### config.mk
export PLATFORM = sky130hd
export DESIGN_NAME = clap_burst_detector
export DESIGN_NICKNAME = d
export VERILOG_FILES = /design/src/cbd_pkg.sv /design/src/clap_burst_detector.sv /design/src/cbd_cfg_regs.sv /design/src/cbd_detect.sv
export SDC_FILE = /design/constraint.sdc
export NUM_CORES = 1
export LEC_CHECK = 0
export ABC_AREA = 1
export BUFFER_PORTS_ARGS = -buffer_cell sky130_fd_sc_hd__buf_2
export CAP_MARGIN = 10
export CORE_AREA = 2 2 140 115
export CTS_CLUSTER_DIAMETER = 30
export DETAILED_ROUTE_END_ITERATION = 6
export DIE_AREA = 0 0 142 117
export PLACE_DENSITY_LB_ADDON = 0.15
export SYNTH_ARGS = -nofsm -noshare
export SYNTH_HDL_FRONTEND = slang
export SYNTH_HIERARCHICAL = 1
export SYNTH_SLANG_ARGS = --single-unit
### constraint.sdc
create_clock -name clk -period 3.9 [get_ports clk]
set_input_delay 0.195 -clock clk [delete_from_list [all_inputs] [get_ports clk]]
set_output_delay 0.195 -clock clk [all_outputs]
set_load 0.005 [all_outputs]
### src/cbd_pkg.sv
// cbd_pkg: shared types and constants of the clap burst detector
// no dependencies

package cbd_pkg;

  localparam int ThresholdWidth = 15;
  localparam int CountWidth     = 12;
  localparam int RunWidth       = 13;
  localparam int ElapsedWidth   = 13;
  localparam int TotalWidth     = 16;
  localparam int GroupWidth     = 2;
  localparam int CfgIndexWidth  = 2;
  localparam int CfgDataWidth   = 15;

  localparam logic OP_SAMPLE = 1'b0;
  localparam logic OP_TICK   = 1'b1;

  localparam logic [CfgIndexWidth-1:0] REG_PEAK_THRESHOLD  = 2'd0;
  localparam logic [CfgIndexWidth-1:0] REG_HOLDOFF_SAMPLES = 2'd1;
  localparam logic [CfgIndexWidth-1:0] REG_NOISE_RUN_LIMIT = 2'd2;
  localparam logic [CfgIndexWidth-1:0] REG_GROUP_GAP_MS    = 2'd3;

  localparam logic [ThresholdWidth-1:0] PEAK_THRESHOLD_RESET  = 15'd16000;
  localparam logic [CountWidth-1:0]     HOLDOFF_SAMPLES_RESET = 12'd1000;
  localparam logic [CountWidth-1:0]     NOISE_RUN_LIMIT_RESET = 12'd2000;
  localparam logic [CountWidth-1:0]     GROUP_GAP_MS_RESET    = 12'd1000;

  localparam logic [GroupWidth-1:0]   GROUP_MAX   = 2'd3;
  localparam logic [ElapsedWidth-1:0] ELAPSED_MAX = 13'h1fff;

  typedef struct packed {
    logic [ThresholdWidth-1:0] peak_threshold;
    logic [CountWidth-1:0]     holdoff_samples;
    logic [CountWidth-1:0]     noise_run_limit;
    logic [CountWidth-1:0]     group_gap_ms;
  } cfg_t;

  typedef struct packed {
    logic                  clap_detected;
    logic                  noise_detected;
    logic [TotalWidth-1:0] clap_total;
    logic [GroupWidth-1:0] group_count;
    logic                  group_done;
  } res_t;

endpackage

### src/clap_burst_detector.sv
// clap_burst_detector: top level, input register, detector and result register
// an accepted item passes the input register, then the detector into the result register
// throughput: one item per cycle when out_ready does not stall the result stage
// reset: synchronous active-high rst clears all counters, flags and both stages,
// and loads the configuration registers with their defaults
// depends on cbd_pkg, cbd_cfg_regs, cbd_detect

module clap_burst_detector #(
  parameter int SAMPLE_WIDTH = 16
) (
  input  logic                                clk,
  input  logic                                rst,
  input  logic                                cfg_we,
  input  logic [cbd_pkg::CfgIndexWidth-1:0]   cfg_index,
  input  logic [cbd_pkg::CfgDataWidth-1:0]    cfg_data,
  input  logic                                in_valid,
  output logic                                in_ready,
  input  logic                                operation,
  input  logic signed [SAMPLE_WIDTH-1:0]      sample,
  output logic                                out_valid,
  input  logic                                out_ready,
  output logic                                clap_detected,
  output logic                                noise_detected,
  output logic [cbd_pkg::TotalWidth-1:0]      clap_total,
  output logic [cbd_pkg::GroupWidth-1:0]      group_count,
  output logic                                group_done
);
  import cbd_pkg::*;

  cfg_t                    cfg;
  res_t                    res;
  res_t                    res_q;
  logic                    s1_valid;
  logic                    s1_operation;
  logic [SAMPLE_WIDTH-1:0] s1_sample;
  logic                    s1_fire;

  assign s1_fire  = s1_valid && (!out_valid || out_ready);
  assign in_ready = !s1_valid || s1_fire;

  cbd_cfg_regs u_cfg (
    .clk       (clk),
    .rst       (rst),
    .cfg_we    (cfg_we),
    .cfg_index (cfg_index),
    .cfg_data  (cfg_data),
    .cfg       (cfg)
  );

  cbd_detect #(
    .SAMPLE_WIDTH (SAMPLE_WIDTH)
  ) u_detect (
    .clk       (clk),
    .rst       (rst),
    .step      (s1_fire),
    .operation (s1_operation),
    .sample    (s1_sample),
    .cfg       (cfg),
    .res       (res)
  );

  // input stage
  always_ff @(posedge clk) begin
    if (rst) begin
      s1_valid <= 1'b0;
    end else if (in_ready) begin
      s1_valid <= in_valid;
    end
  end

  always_ff @(posedge clk) begin
    if (in_valid && in_ready) begin
      s1_operation <= operation;
      s1_sample    <= sample;
    end
  end

  // result stage
  always_ff @(posedge clk) begin
    if (rst) begin
      out_valid <= 1'b0;
    end else if (s1_fire) begin
      out_valid <= 1'b1;
    end else if (out_ready) begin
      out_valid <= 1'b0;
    end
  end

  always_ff @(posedge clk) begin
    if (s1_fire) begin
      res_q <= res;
    end
  end

  assign clap_detected  = res_q.clap_detected;
  assign noise_detected = res_q.noise_detected;
  assign clap_total     = res_q.clap_total;
  assign group_count    = res_q.group_count;
  assign group_done     = res_q.group_done;

endmodule

### src/cbd_cfg_regs.sv
// cbd_cfg_regs: configuration registers of the clap burst detector
// depends on cbd_pkg

module cbd_cfg_regs (
  input  logic                                 clk,
  input  logic                                 rst,
  input  logic                                 cfg_we,
  input  logic [cbd_pkg::CfgIndexWidth-1:0]    cfg_index,
  input  logic [cbd_pkg::CfgDataWidth-1:0]     cfg_data,
  output cbd_pkg::cfg_t                        cfg
);
  import cbd_pkg::*;

  always_ff @(posedge clk) begin
    if (rst) begin
      cfg.peak_threshold  <= PEAK_THRESHOLD_RESET;
      cfg.holdoff_samples <= HOLDOFF_SAMPLES_RESET;
      cfg.noise_run_limit <= NOISE_RUN_LIMIT_RESET;
      cfg.group_gap_ms    <= GROUP_GAP_MS_RESET;
    end else if (cfg_we) begin
      unique case (cfg_index)
        REG_PEAK_THRESHOLD:  cfg.peak_threshold  <= cfg_data[ThresholdWidth-1:0];
        REG_HOLDOFF_SAMPLES: cfg.holdoff_samples <= cfg_data[CountWidth-1:0];
        REG_NOISE_RUN_LIMIT: cfg.noise_run_limit <= cfg_data[CountWidth-1:0];
        REG_GROUP_GAP_MS:    cfg.group_gap_ms    <= cfg_data[CountWidth-1:0];
        default: ;
      endcase
    end
  end

endmodule

### src/cbd_detect.sv
// cbd_detect: run measurement, hold-off, clap counting and group timer
// depends on cbd_pkg

module cbd_detect #(
  parameter int SAMPLE_WIDTH = 16
) (
  input  logic                    clk,
  input  logic                    rst,
  input  logic                    step,
  input  logic                    operation,
  input  logic [SAMPLE_WIDTH-1:0] sample,
  input  cbd_pkg::cfg_t           cfg,
  output cbd_pkg::res_t           res
);
  import cbd_pkg::*;

  localparam int CmpWidth = (SAMPLE_WIDTH > ThresholdWidth) ? SAMPLE_WIDTH : ThresholdWidth;

  logic [RunWidth-1:0]     run_length,     run_length_next;
  logic [CountWidth-1:0]   holdoff_left,   holdoff_left_next;
  logic [TotalWidth-1:0]   total_claps,    total_claps_next;
  logic [GroupWidth-1:0]   claps_in_group, claps_in_group_next;
  logic                    group_active,   group_active_next;
  logic [ElapsedWidth-1:0] elapsed_ms,     elapsed_ms_next;

  logic [SAMPLE_WIDTH-1:0] magnitude;
  logic                    loud;
  logic                    hold;
  logic                    within_limit;
  logic [RunWidth-1:0]     limit_ext;
  logic [RunWidth-1:0]     run_inc;
  logic [ElapsedWidth-1:0] elapsed_inc;

  assign magnitude    = sample[SAMPLE_WIDTH-1] ? (~sample + 1'b1) : sample;
  assign loud         = CmpWidth'(magnitude) > CmpWidth'(cfg.peak_threshold);
  assign hold         = holdoff_left != '0;
  assign limit_ext    = RunWidth'(cfg.noise_run_limit);
  assign within_limit = run_length <= limit_ext;
  assign run_inc      = run_length + 1'b1;
  assign elapsed_inc  = (elapsed_ms == ELAPSED_MAX) ? elapsed_ms : elapsed_ms + 1'b1;

  always_comb begin
    run_length_next     = run_length;
    holdoff_left_next   = holdoff_left;
    total_claps_next    = total_claps;
    claps_in_group_next = claps_in_group;
    group_active_next   = group_active;
    elapsed_ms_next     = elapsed_ms;
    res                 = '0;
    res.group_count     = claps_in_group;

    if (operation == OP_SAMPLE) begin
      if (hold) begin
        holdoff_left_next = holdoff_left - 1'b1;
      end
      if (loud) begin
        if (within_limit) begin
          run_length_next    = run_inc;
          res.noise_detected = run_inc > limit_ext;
        end
      end else if (run_length != '0) begin
        if (within_limit && !hold) begin
          res.clap_detected = 1'b1;
          total_claps_next  = total_claps + 1'b1;
          if (claps_in_group != GROUP_MAX) begin
            claps_in_group_next = claps_in_group + 1'b1;
          end
          holdoff_left_next = cfg.holdoff_samples;
          group_active_next = 1'b1;
          elapsed_ms_next   = '0;
        end
        run_length_next = '0;
      end
      res.group_count = claps_in_group_next;
    end else if (group_active) begin
      elapsed_ms_next = elapsed_inc;
      if (elapsed_inc > ElapsedWidth'(cfg.group_gap_ms)) begin
        res.group_done      = 1'b1;
        claps_in_group_next = '0;
        group_active_next   = 1'b0;
        elapsed_ms_next     = '0;
      end
    end
    res.clap_total = total_claps_next;
  end

  always_ff @(posedge clk) begin
    if (rst) begin
      run_length     <= '0;
      holdoff_left   <= '0;
      total_claps    <= '0;
      claps_in_group <= '0;
      group_active   <= 1'b0;
      elapsed_ms     <= '0;
    end else if (step) begin
      run_length     <= run_length_next;
      holdoff_left   <= holdoff_left_next;
      total_claps    <= total_claps_next;
      claps_in_group <= claps_in_group_next;
      group_active   <= group_active_next;
      elapsed_ms     <= elapsed_ms_next;
    end
  end

endmodule

# [After elaboration in Yosys (flattened, before gate mapping)]
# Index checks and enable logic that the tools add are counted.
# Widths: inputs -> output; s select.
[word_totals] input_bits=39 output_inout_bits=23 ff_bits=148 elab_cells=107
[classes] mux=37 n_eq_ne=9 order_cmp=4 n_reduce_logical=27 bitwise=5 addsub=6
[op_table] op="$mux 13" count=10
[op_table] op="$mux 16" count=5
[op_table] op="$mux 12" count=4
[op_table] op="$add 16x1->16 const B" count=2
[op_table] op="$add 13x1->13 const B" count=2
[op_table] op="$gt 13x12->1" count=2
[op_table] op="$gt 16x15->1" count=1
[op_table] op="$mux 2" count=8
[op_table] op="$not 16->16" count=1
[op_table] op="$eq 13x13->1 const B" count=1
[op_table] op="$le 13x12->1" count=1
[op_table] op="$reduce_bool 13->1" count=1
[op_table] op="$reduce_and 2->1" count=6
[op_table] op="$reduce_bool 12->1" count=1
[op_table] op="$sub 12x1->12 const B" count=1
[op_table] op="$mux 1" count=10
[op_table] op="$reduce_and 4->1" count=2
[op_table] op="$reduce_bool 2->1" count=4
[op_table] op="$ne 2x2->1 const B" count=3
[op_table] op="$reduce_or 3->1" count=2
[op_table] op="$reduce_and 5->1" count=1
[op_table] op="$eq 2x2->1 const B" count=2
[op_table] op="$ne 2x1->1 const B" count=2
[op_table] op="$not 1->1" count=4
[op_table] op="7 further kinds" count=12

# [Longest topological paths before layout]
# Gate-level depths: netlist of the first run.
[logic_depth] depth_word=7 ltp_mapped=24 mapped_depth_nobuf=23

# [Modules after synthesis]
# The synthesis of the first run kept the hierarchy.
[by_module_without_submodules] mod="cbd_detect" area_per_inst_um2=6034.5 cells_each=984 instances=1 seq_area_each_um2=1141.1
[by_module_without_submodules] mod="cbd_cfg_regs" area_per_inst_um2=2009.4 cells_each=284 instances=1 seq_area_each_um2=1021.0
[by_module_without_submodules] mod="clap_burst_detector" area_per_inst_um2=1232.4 cells_each=50 instances=1 seq_area_each_um2=1181.1

# [Worst setup path after synthesis of the first run]
# No wires, ideal clock.
[synth_timing] kind="register to register" from="reg s1_sample[0]" to="reg res_q (netlist bit group_count[0]) (data pin)" arrival_time_ns=2.925 t_required_ns=3.638 n_path_buf=2 stages_incl_launch_ff=19 period_less_slack_ns=3.188 path_slack_ns=0.712 setup_ns=0.262 path_cell_list="edfxtp_1 -> inv_1 -> ha_1 -> inv_1 -> nor4_1 -> nand3_1 -> inv_1 -> a41oi_1 -> xor2_1 -> ha_1 -> nand3_1 -> nor3_1 -> nand4_1 -> nand2_4 -> buf_6 -> buf_2 -> nand4_1 -> nand3_1 -> o21ai_0"
[synth_rtl] item="from (decl)" line="clap_burst_detector.sv:35" text="logic [SAMPLE_WIDTH-1:0] s1_sample;"
[synth_rtl] item="from (signal assigned)" line="clap_burst_detector.sv:74" text="s1_sample <= sample;"
[synth_rtl] item="to (signal assigned)" line="clap_burst_detector.sv:91" text="res_q <= res;"
[synth_rtl] item="to (decl)" line="clap_burst_detector.sv:32" text="res_t res_q;"

==> summary.txt, run 1 <==
Min path
  • Hold Path Sink: u_cfg/cfg[48]$_SDFFE_PP1P_
  • Hold path startpoint: cfg_data[12]
  • Hold Path Class: in2reg
  • WHS Path Cells: 3

Die
  • Initial core utilization: 60.48%
  • I/O pin count: 62
  • Die Wd: 142 µm
  • CORE AREA: 15,340 µm²
  • Rows: 41
  • Die Height: 117 µm
  • Overall die area: 16,610 µm²

Detailed routing
  • Wirelength per Cell: 14.12 µm
  • DR vias/cell: 5.341
  • Antenna-violating nets left: 0
  • Routed WL: 22,470 µm
  • Via count: 8,497
  • Iter 0 DRT Violations: 708
  • DR pass1 iterations: 5
  • Drt drc: 0

STA
  • Final Hold Vio Count: 0
  • Pins Over Slew Limit: 0
  • Actual slew at the worst max-slew pin: 1.102 ns
  • Fmax: 0.2872 GHz
  • Setup Viol. Count Final: 0
  • Final setup skew: 0.01054 ns
  • Period utilization: 89.27%
  • Tmin final: 3.481 ns
  • Max-slew headroom: 26.44%

Power
  • Gate power share: 23.8%
  • Sw Share: 32.62%
  • Cell-internal power: 2.905 mW
  • Max rail drop VDD: 0.3634 mV
  • Pleak: 5.176 nW
  • Total power: 4.312 mW
  • Sequential power share: 40.5%
  • Clock power frac: 35.7%
  • Cell Pwr Density: 413.0 nW/µm²
  • Net Switching: 1.407 mW

Worst setup path
  • Startpoint types: register
  • Critical path's most frequent cell: inv_1
  • CP max stage cell: edfxtp_1
  • Crit Path Class: reg2reg
  • RR Startpoint: s1_sample[0]$_DFFE_PP_
  • Crit path required time: 4.08 ns
  • Reg-to-reg slack, setup: 0.42 ns
  • CP cell instances: inv_1 > ha_1 > inv_1 > nor4_4 > nand3_1 > inv_1 > a41oi_1 > xor2_1 > ha_1 > nand3_1 > nor3_2 > nand3_2 > nand2_2 > nand2_8 > inv_1 > o21bai_1 > nand2_1 > inv_1
  • CP peak stage delay: 0.41 ns
  • Data arrival time of the critical path: 3.66 ns
  • R2r endpoint: clap_total[9]$_DFFE_PP_
  • R2R depth: 18
  • CP endpoint kind: register
  • CP max FO: 16

Global route
  • First-pass GRT wire length: 36,460 µm
  • Initial antenna violation count: 0
  • Global Route Usage Sum: 27.49%
  • GRT busiest layer: met2
  • Largest net degree at the start of global routing: 52
  • Total grt overflow: 0
  • M3 GR Usage: 5.696%
  • Vias in the first global route: 7,758
  • GR met2 Demand/Resource: 44.54%
  • Met1 Resource Use GR: 37.01%

Final layout
  • FILL cells: 1,285
  • Synth-to-Final Area Change: 12.56%
  • Nets: 1,481
  • Final instance area: 10,440 µm²
  • Register cell area after layout: 3343 µm²
  • Multi-input logic area: 4976 µm²
  • Layout cell share with drive strength beyond 1: 11.52%
  • Fin util: 68.07%
  • N_diodes: 0

Clock network
  • CTS buffer count: 17
  • Clk slew on worst S/H paths: 0.06 ns
  • CTS sink cnt: 148
  • Root Buffer: clkbuf_16
  • TritonCTS clock tree: yes
  • Worst-skew pair later-pin latency: 0.42 ns
  • Clock Tree Buf Depth: 2
  • Htree depth: 4

Yosys
  • Mean area per synthesized cell: 7.038 µm²
  • Post-Syn Nets: 1,414
  • Mapped Cells: 1,318
  • Register area share after synthesis: 36.04%
  • Synthesis Warnings: 6
  • Yosys cell types: 47
  • Flops & latches, synth: 148
  • Mapped Area: 9276 µm²

Run status
  • Outcome: completed

Placement
  • HPWL after DPL: 14,940 µm
  • GPL Wtd Cong: 0.8992
  • Dpl cell area: 9633 µm²
  • Buffers on Ports: 61

Job
  • MaxCap Viol Count: 0
-- synthesized netlist by cell type, drive strengths merged --
cell,count,share of area (%)
nand2,356,15
inv,201,8.1
nor2,146,6.8
nand3,139,8.1
dfxtp,110,24
a21oi,62,3.5
ha,57,7.7
edfxtp,38,12
o21ai,38,2.2
nand4,32,2.4
xor2,30,2.8
buf,25,1.9
nor3,22,1.3
clkbuf,19,0.77
nand3b,9,0.73
xnor2,8,0.76
a21o,4,0.32
clkinv,4,0.18
nor4,4,0.27
a31oi,3,0.20
and3,2,0.13
nor4b,2,0.19
a41oi,1,0.094
o211ai,1,0.081
o21a,1,0.081
o21bai,1,0.081
o221ai,1,0.094
o31ai,1,0.081
or2,1,0.067
-- kinds of logic (layout without fill, tap and decap cells) --
| logic type | Yosys count | count (layout) | synth area share, % |
|---|---|---|---|
| AOI/OAI and AO/OA | 113 | 114 | 6.758 |
| buffers and inverters | 249 | 327 | 10.99 |
| xor gates and xnor gates | 38 | 38 | 3.588 |
| DFF | 148 | 148 | 36.04 |
| adders and majority gates | 57 | 57 | 7.688 |
| and+or+nand+nor | 713 | 714 | 34.93 |
-- power groups by stage --
stage          Clock, mW  Combinational [mW]  Sequential, mW
3_3_place_gp           0               0.938            1.77
4_1_cts             1.55               0.978            1.74
3_5_place_dp           0               0.956            1.78
6_report            1.54                1.02            1.75
2_1_floorplan          0               0.773            1.76
5_1_grt             1.63                1.15            1.76
-- layout make-up --
type	count	share of cell area, %
Sequential cell	148	32.02
Multi-Input combinational cell	923	47.66
Inverter	205	7.382
Clock buffer	19	4.146
Tap cell	193	2.313
Clock inverter	13	1.067
Timing Repair Buffer	90	5.416
-- per-stage QoR --
stage | setup WS [ns] | hold WS, ns | TNS [ns] | instances
final | 0.4186 | 0.007765 | 0 | 1591
after global routing | -0.001481 | 0.02583 | -0.001481 | 1591
after CTS | 0.1199 | 0.005595 | 0 | 1583
after detailed placement | 0.1632 | 0.3731 | 0 | 1534
after global placement | 0.2736 | 0.3712 | 0 | 1534
after floorplan | 0.7125 | 0.2574 | 0 | 1318
-- flip-flops by register name (all words and copies together), names as in the netlist --
name and flops:
clap_total 16, out_valid 1, u_detect/claps_in_group 2, s1_valid 1
noise_detected 1, u_detect/run_length 13, clap_detected 1, u_detect/holdoff_left 12
u_detect/elapsed_ms 13, u_detect/total_claps 16, u_cfg/cfg 51, u_detect/group_active 1
s1_operation 1, group_done 1, group_count 2, s1_sample 16
-- how the worst max path moves through the flow --
stage | start | end | slack, ns | cells after the start
3_3_place_gp | s1_sample[0]$_DFFE_PP_ | u_detect/run_length[11]$_SDFFE_PP0P_ | 0.27 | 19
2_1_floorplan | s1_sample[0]$_DFFE_PP_ | group_count[0]$_DFFE_PP_ | 0.71 | 18
5_1_grt | s1_sample[0]$_DFFE_PP_ | u_detect/run_length[10]$_SDFFE_PP0P_ | -0.001 | 22
4_1_cts | s1_sample[0]$_DFFE_PP_ | u_detect/run_length[1]$_SDFFE_PP0P_ | 0.12 | 19
6_report | s1_sample[0]$_DFFE_PP_ | clap_total[9]$_DFFE_PP_ | 0.42 | 18
3_5_place_dp | s1_sample[0]$_DFFE_PP_ | u_detect/run_length[1]$_SDFFE_PP0P_ | 0.16 | 19
-- worst max-delay path, delay by kind of cell, from the launching register on --
kind,cells,cell delay [ns]
AO/OA/AOI/OAI,2,0.22
XOR/XNOR,1,0.16
adder cells (fa/ha/maj),2,0.44
buffers and inverters,5,0.71
flip-flops,1,0.41
AND/OR/NAND/NOR,8,1.27
-- metal layers --
metal | share of wire (%) | up-vias | wire (µm)
met2 | 45 | 300 | 10060
met4 | 1.9 | 0 | 416
li1 | - | 4358 | -
met1 | 47 | 3806 | 10650
met3 | 6.0 | 33 | 1338
met5 | 0 | - | 0
-- cells in the final DEF, fill, tap and decap left out, types with 18 or more instances in the layout --
cell type / count
o21ai_0: 33
nand3_1: 130
nand4_1: 29
edfxtp_1: 38
nor2_1: 132
nor3_1: 18
xor2_1: 30
dfxtp_1: 110
inv_1: 197
ha_1: 57
nand2_1: 342
a21oi_1: 57
buf_2: 61
-- timing repair --
item / CTS / global route
hold buffers: 17 / 0
gates cloned: 0 / 2
endpoints found under the setup margin: 12 / 63
endpoints found under the hold margin: 17 / 0
pin swaps: 0 / 3
resized for setup: 1 / 3
setup buffers: 0 / 6
Note: power is estimated with default switching activity, not from simulation.
==> inputs of run 2 (changes only) <==
CORE_AREA = 2 2 151 124   (was 2 2 140 115)
DIE_AREA = 0 0 153 126   (was 0 0 142 117)
clock period = 3.31 ns   (was 3.9 ns; I/O delays follow)
==> run 2 against run 1 <==
  * The run now ends with setup timing left
  * Combinational power grew 28%
  * Clock-buffer cell count shrank 2
  * Clock power grew 39%
  * Clock skew grew 0.0012 ns
  * Critical endpoint is now u_detect/elapsed_ms[11]$_SDFFE_PP0P_
==> summary.txt, run 2 (synthesis gave the netlist of run 1 again) <==
Run status
  • Outcome: complete, but fails checks
  • Failing checks: setup timing

Min path
  • Hold Path Class: in2reg
  • WHS Path Cells: 3 (unchanged)
  • Hold path startpoint: cfg_data[8]

Worst setup path
  • Start point of the critical path: s1_sample[0]$_DFFE_PP_
  • CP peak stage delay: 0.40 ns (about the same)
  • CP endpoint kind: register
  • Startpoint types: register
  • CP cell instances: inv_1 > ha_1 > inv_1 > nor4_4 > nand3_1 > inv_2 > a41oi_2 > xor2_1 > ha_1 > nand3_2 > nor3_2 > nand4_1 > buf_4 > nand3_4 > nand2_4 > nor2_4 > clkbuf_16 > nand3_2 > nand2_1 > nor2_1
  • CP max FO: 6 (-10)
  • RR Startpoint: s1_sample[0]$_DFFE_PP_
  • Crit Path Class: reg2reg
  • R2R depth: 20 (+2)
  • Crit path required time: 3.63 ns (-0.45 ns)
  • Data arrival time of the critical path: 3.69 ns (+0.03 ns)
  • CP max stage cell: edfxtp_1

Clock network
  • Clk slew on worst S/H paths: 0.06 ns (about the same)
  • Root Buffer: clkbuf_16
  • CTS sink cnt: 148 (unchanged)
  • Htree depth: 4 (unchanged)
  • CTS buffer count: 17 (unchanged)
  • TritonCTS clock tree: yes
  • Clock Tree Buf Depth: 2 (unchanged)
  • Worst-skew pair later-pin latency: 0.42 ns (about the same)

STA
  • Setup Viol. Count Final: 24 (+24)
  • Tmin final: 3.368 ns (-0.1133 ns)
  • Pins Over Slew Limit: 0 (unchanged)
  • Actual slew at the worst max-slew pin: 1.096 ns (-0.006461 ns)
  • Final setup skew: 0.01169 ns (+0.001156 ns)
  • Max-slew headroom: 26.87% (+0.43 points)
  • Final Hold Vio Count: 0 (unchanged)
  • Hold WS: 0.04853 ns (+0.04076 ns)
  • RSZ-0062 raised after global routing: true
  • Fmax: 0.2969 GHz (+3.4%)
  • Final worst slack: -0.05818 ns (-0.4767 ns)
  • Period utilization: 101.8% (+12 points)

Die
  • Initial core utilization: 52.17% (-8.3 points)
  • Rows: 44 (+7.3%)
  • Die Height: 126 µm (+7.7%)
  • CORE AREA: 17,780 µm² (+16%)
  • Die Wd: 153 µm (+7.7%)
  • Overall die area: 19,280 µm² (+16%)
  • I/O pin count: 62 (unchanged)

Global route
  • Total grt overflow: 0 (unchanged)
  • Initial antenna violation count: 0 (unchanged)
  • First-pass GRT wire length: 37,240 µm (+2.1%)
  • Global Route Usage Sum: 23.57% (-3.9 points)
  • Largest net degree at the start of global routing: 52 (unchanged)
  • Vias in the first global route: 7,670 (-1.1%)

Placement
  • Dpl cell area: 9829 µm² (+2.0%)
  • Buffers on Ports: 61 (unchanged)
  • GPL Wtd Cong: 0.9170 (+2.0%)
  • HPWL after DPL: 15,640 µm (+4.7%)

Final layout
  • Commonest cells after routing, fill and taps aside: nand2_1 (341), inv_1 (194), nor2_1 (132)
  • Number of flip-flops in the largest register: 51 (unchanged)
  • Layout cell share with drive strength beyond 1: 14.33% (+2.8 points)
  • Nets: 1,507 (+1.8%)
  • Final instance area: 11,000 µm² (+5.4%)
  • Synth-to-Final Area Change: 18.60%
  • Biggest register: u_cfg/cfg
  • N_diodes: 0 (unchanged)
  • Commonest non-fill, non-tap cell in the layout: nand2_1

Power
  • Total power: 5.505 mW (+28%)
  • Max rail drop VDD: 0.3258 mV (-10%)
  • Pleak: 5.414 nW (+4.6%)
  • Cell Pwr Density: 500.4 nW/µm² (+21%)

Detailed routing
  • DR vias/cell: 5.181 (-3.0%)
  • Wirelength per Cell: 13.92 µm (-1.4%)
  • Drt drc: 0 (unchanged)
  • Antenna-violating nets left: 0 (unchanged)
  • DR pass1 iterations: 5 (unchanged)
  • Routed WL: 23,030 µm (+2.5%)
  • Iter 0 DRT Violations: 680 (-4.0%)
  • Via count: 8,570 (+0.86%)

Job
  • MaxCap Viol Count: 0 (unchanged)
## run 2: cell type report
class | count | area (µm²)
Clock buffer | 17 | 425.4
Multi-Input combinational cell | 921 | 5091
Timing Repair Buffer | 117 | 849.6
Tap cell | 230 | 287.8
Timing Repair inverter | 1 | 5.005
Fill cell | 1592 | 6780
Clock inverter | 15 | 225.2
Sequential cell | 148 | 3343
Inverter | 205 | 774.5
## run 2: stage by stage
stage | util [%] | cells | TNS [ns] | worst slack, ns
after global routing | 61.87 | 1654 | -8.282 | -0.2716
after global placement | 55.28 | 1586 | -1.064 | -0.07521
after floorplan | - | 1318 | 0 | 0.1225
after detailed placement | 55.28 | 1586 | -4.629 | -0.1450
after CTS | 60.17 | 1638 | 0 | 0.01149
final | 61.87 | 1654 | -0.7824 | -0.05818
## run 2: final timing paths
check,endpoint,slack [ns]
max reg2reg,u_detect/elapsed_ms[11]$_SDFFE_PP0P_,-0.06
min,u_cfg/cfg[8]$_SDFFE_PP1P_,0.05
min reg2reg,u_cfg/cfg[47]$_SDFFE_PP1P_,0.46
max,u_detect/elapsed_ms[11]$_SDFFE_PP0P_,-0.06
## run 2: critical path, delay by kind of cell, from the launching register on
| family | cells | cell delay [ns] |
|---|---|---|
| flops | 1 | 0.40 |
| buf+inv | 5 | 0.68 |
| fa+ha+maj | 2 | 0.48 |
| compound gates | 1 | 0.10 |
| simple gates | 11 | 1.44 |
| xor+xnor | 1 | 0.16 |
## run 2: per-layer routing
metal	share of wire, %	GRT usage (%)	wire [µm]	vias up
met5	0	0	0	-
met4	0.59	4.793	136	0
met3	4.7	4.474	1093	10
met2	45	38.01	10420	216
met1	49	33.30	11370	3931
li1	-	-	-	4413
## run 2: power by group
part / internal [mW] / switching (mW)
sequential: 1.97 / 0.0876
clock: 1.34 / 0.798
combinational: 0.484 / 0.823
## run 2: timing repair
| action | CTS | global route |
|---|---|---|
| pin swaps | 0 | 14 |
| resized for setup | 3 | 37 |
| hold endpoints to repair | 20 | 0 |
| endpoints found under the setup margin | 76 | 76 |
| setup buffers | 0 | 13 |
| hold buffers | 20 | 0 |
| cloned | 0 | 3 |
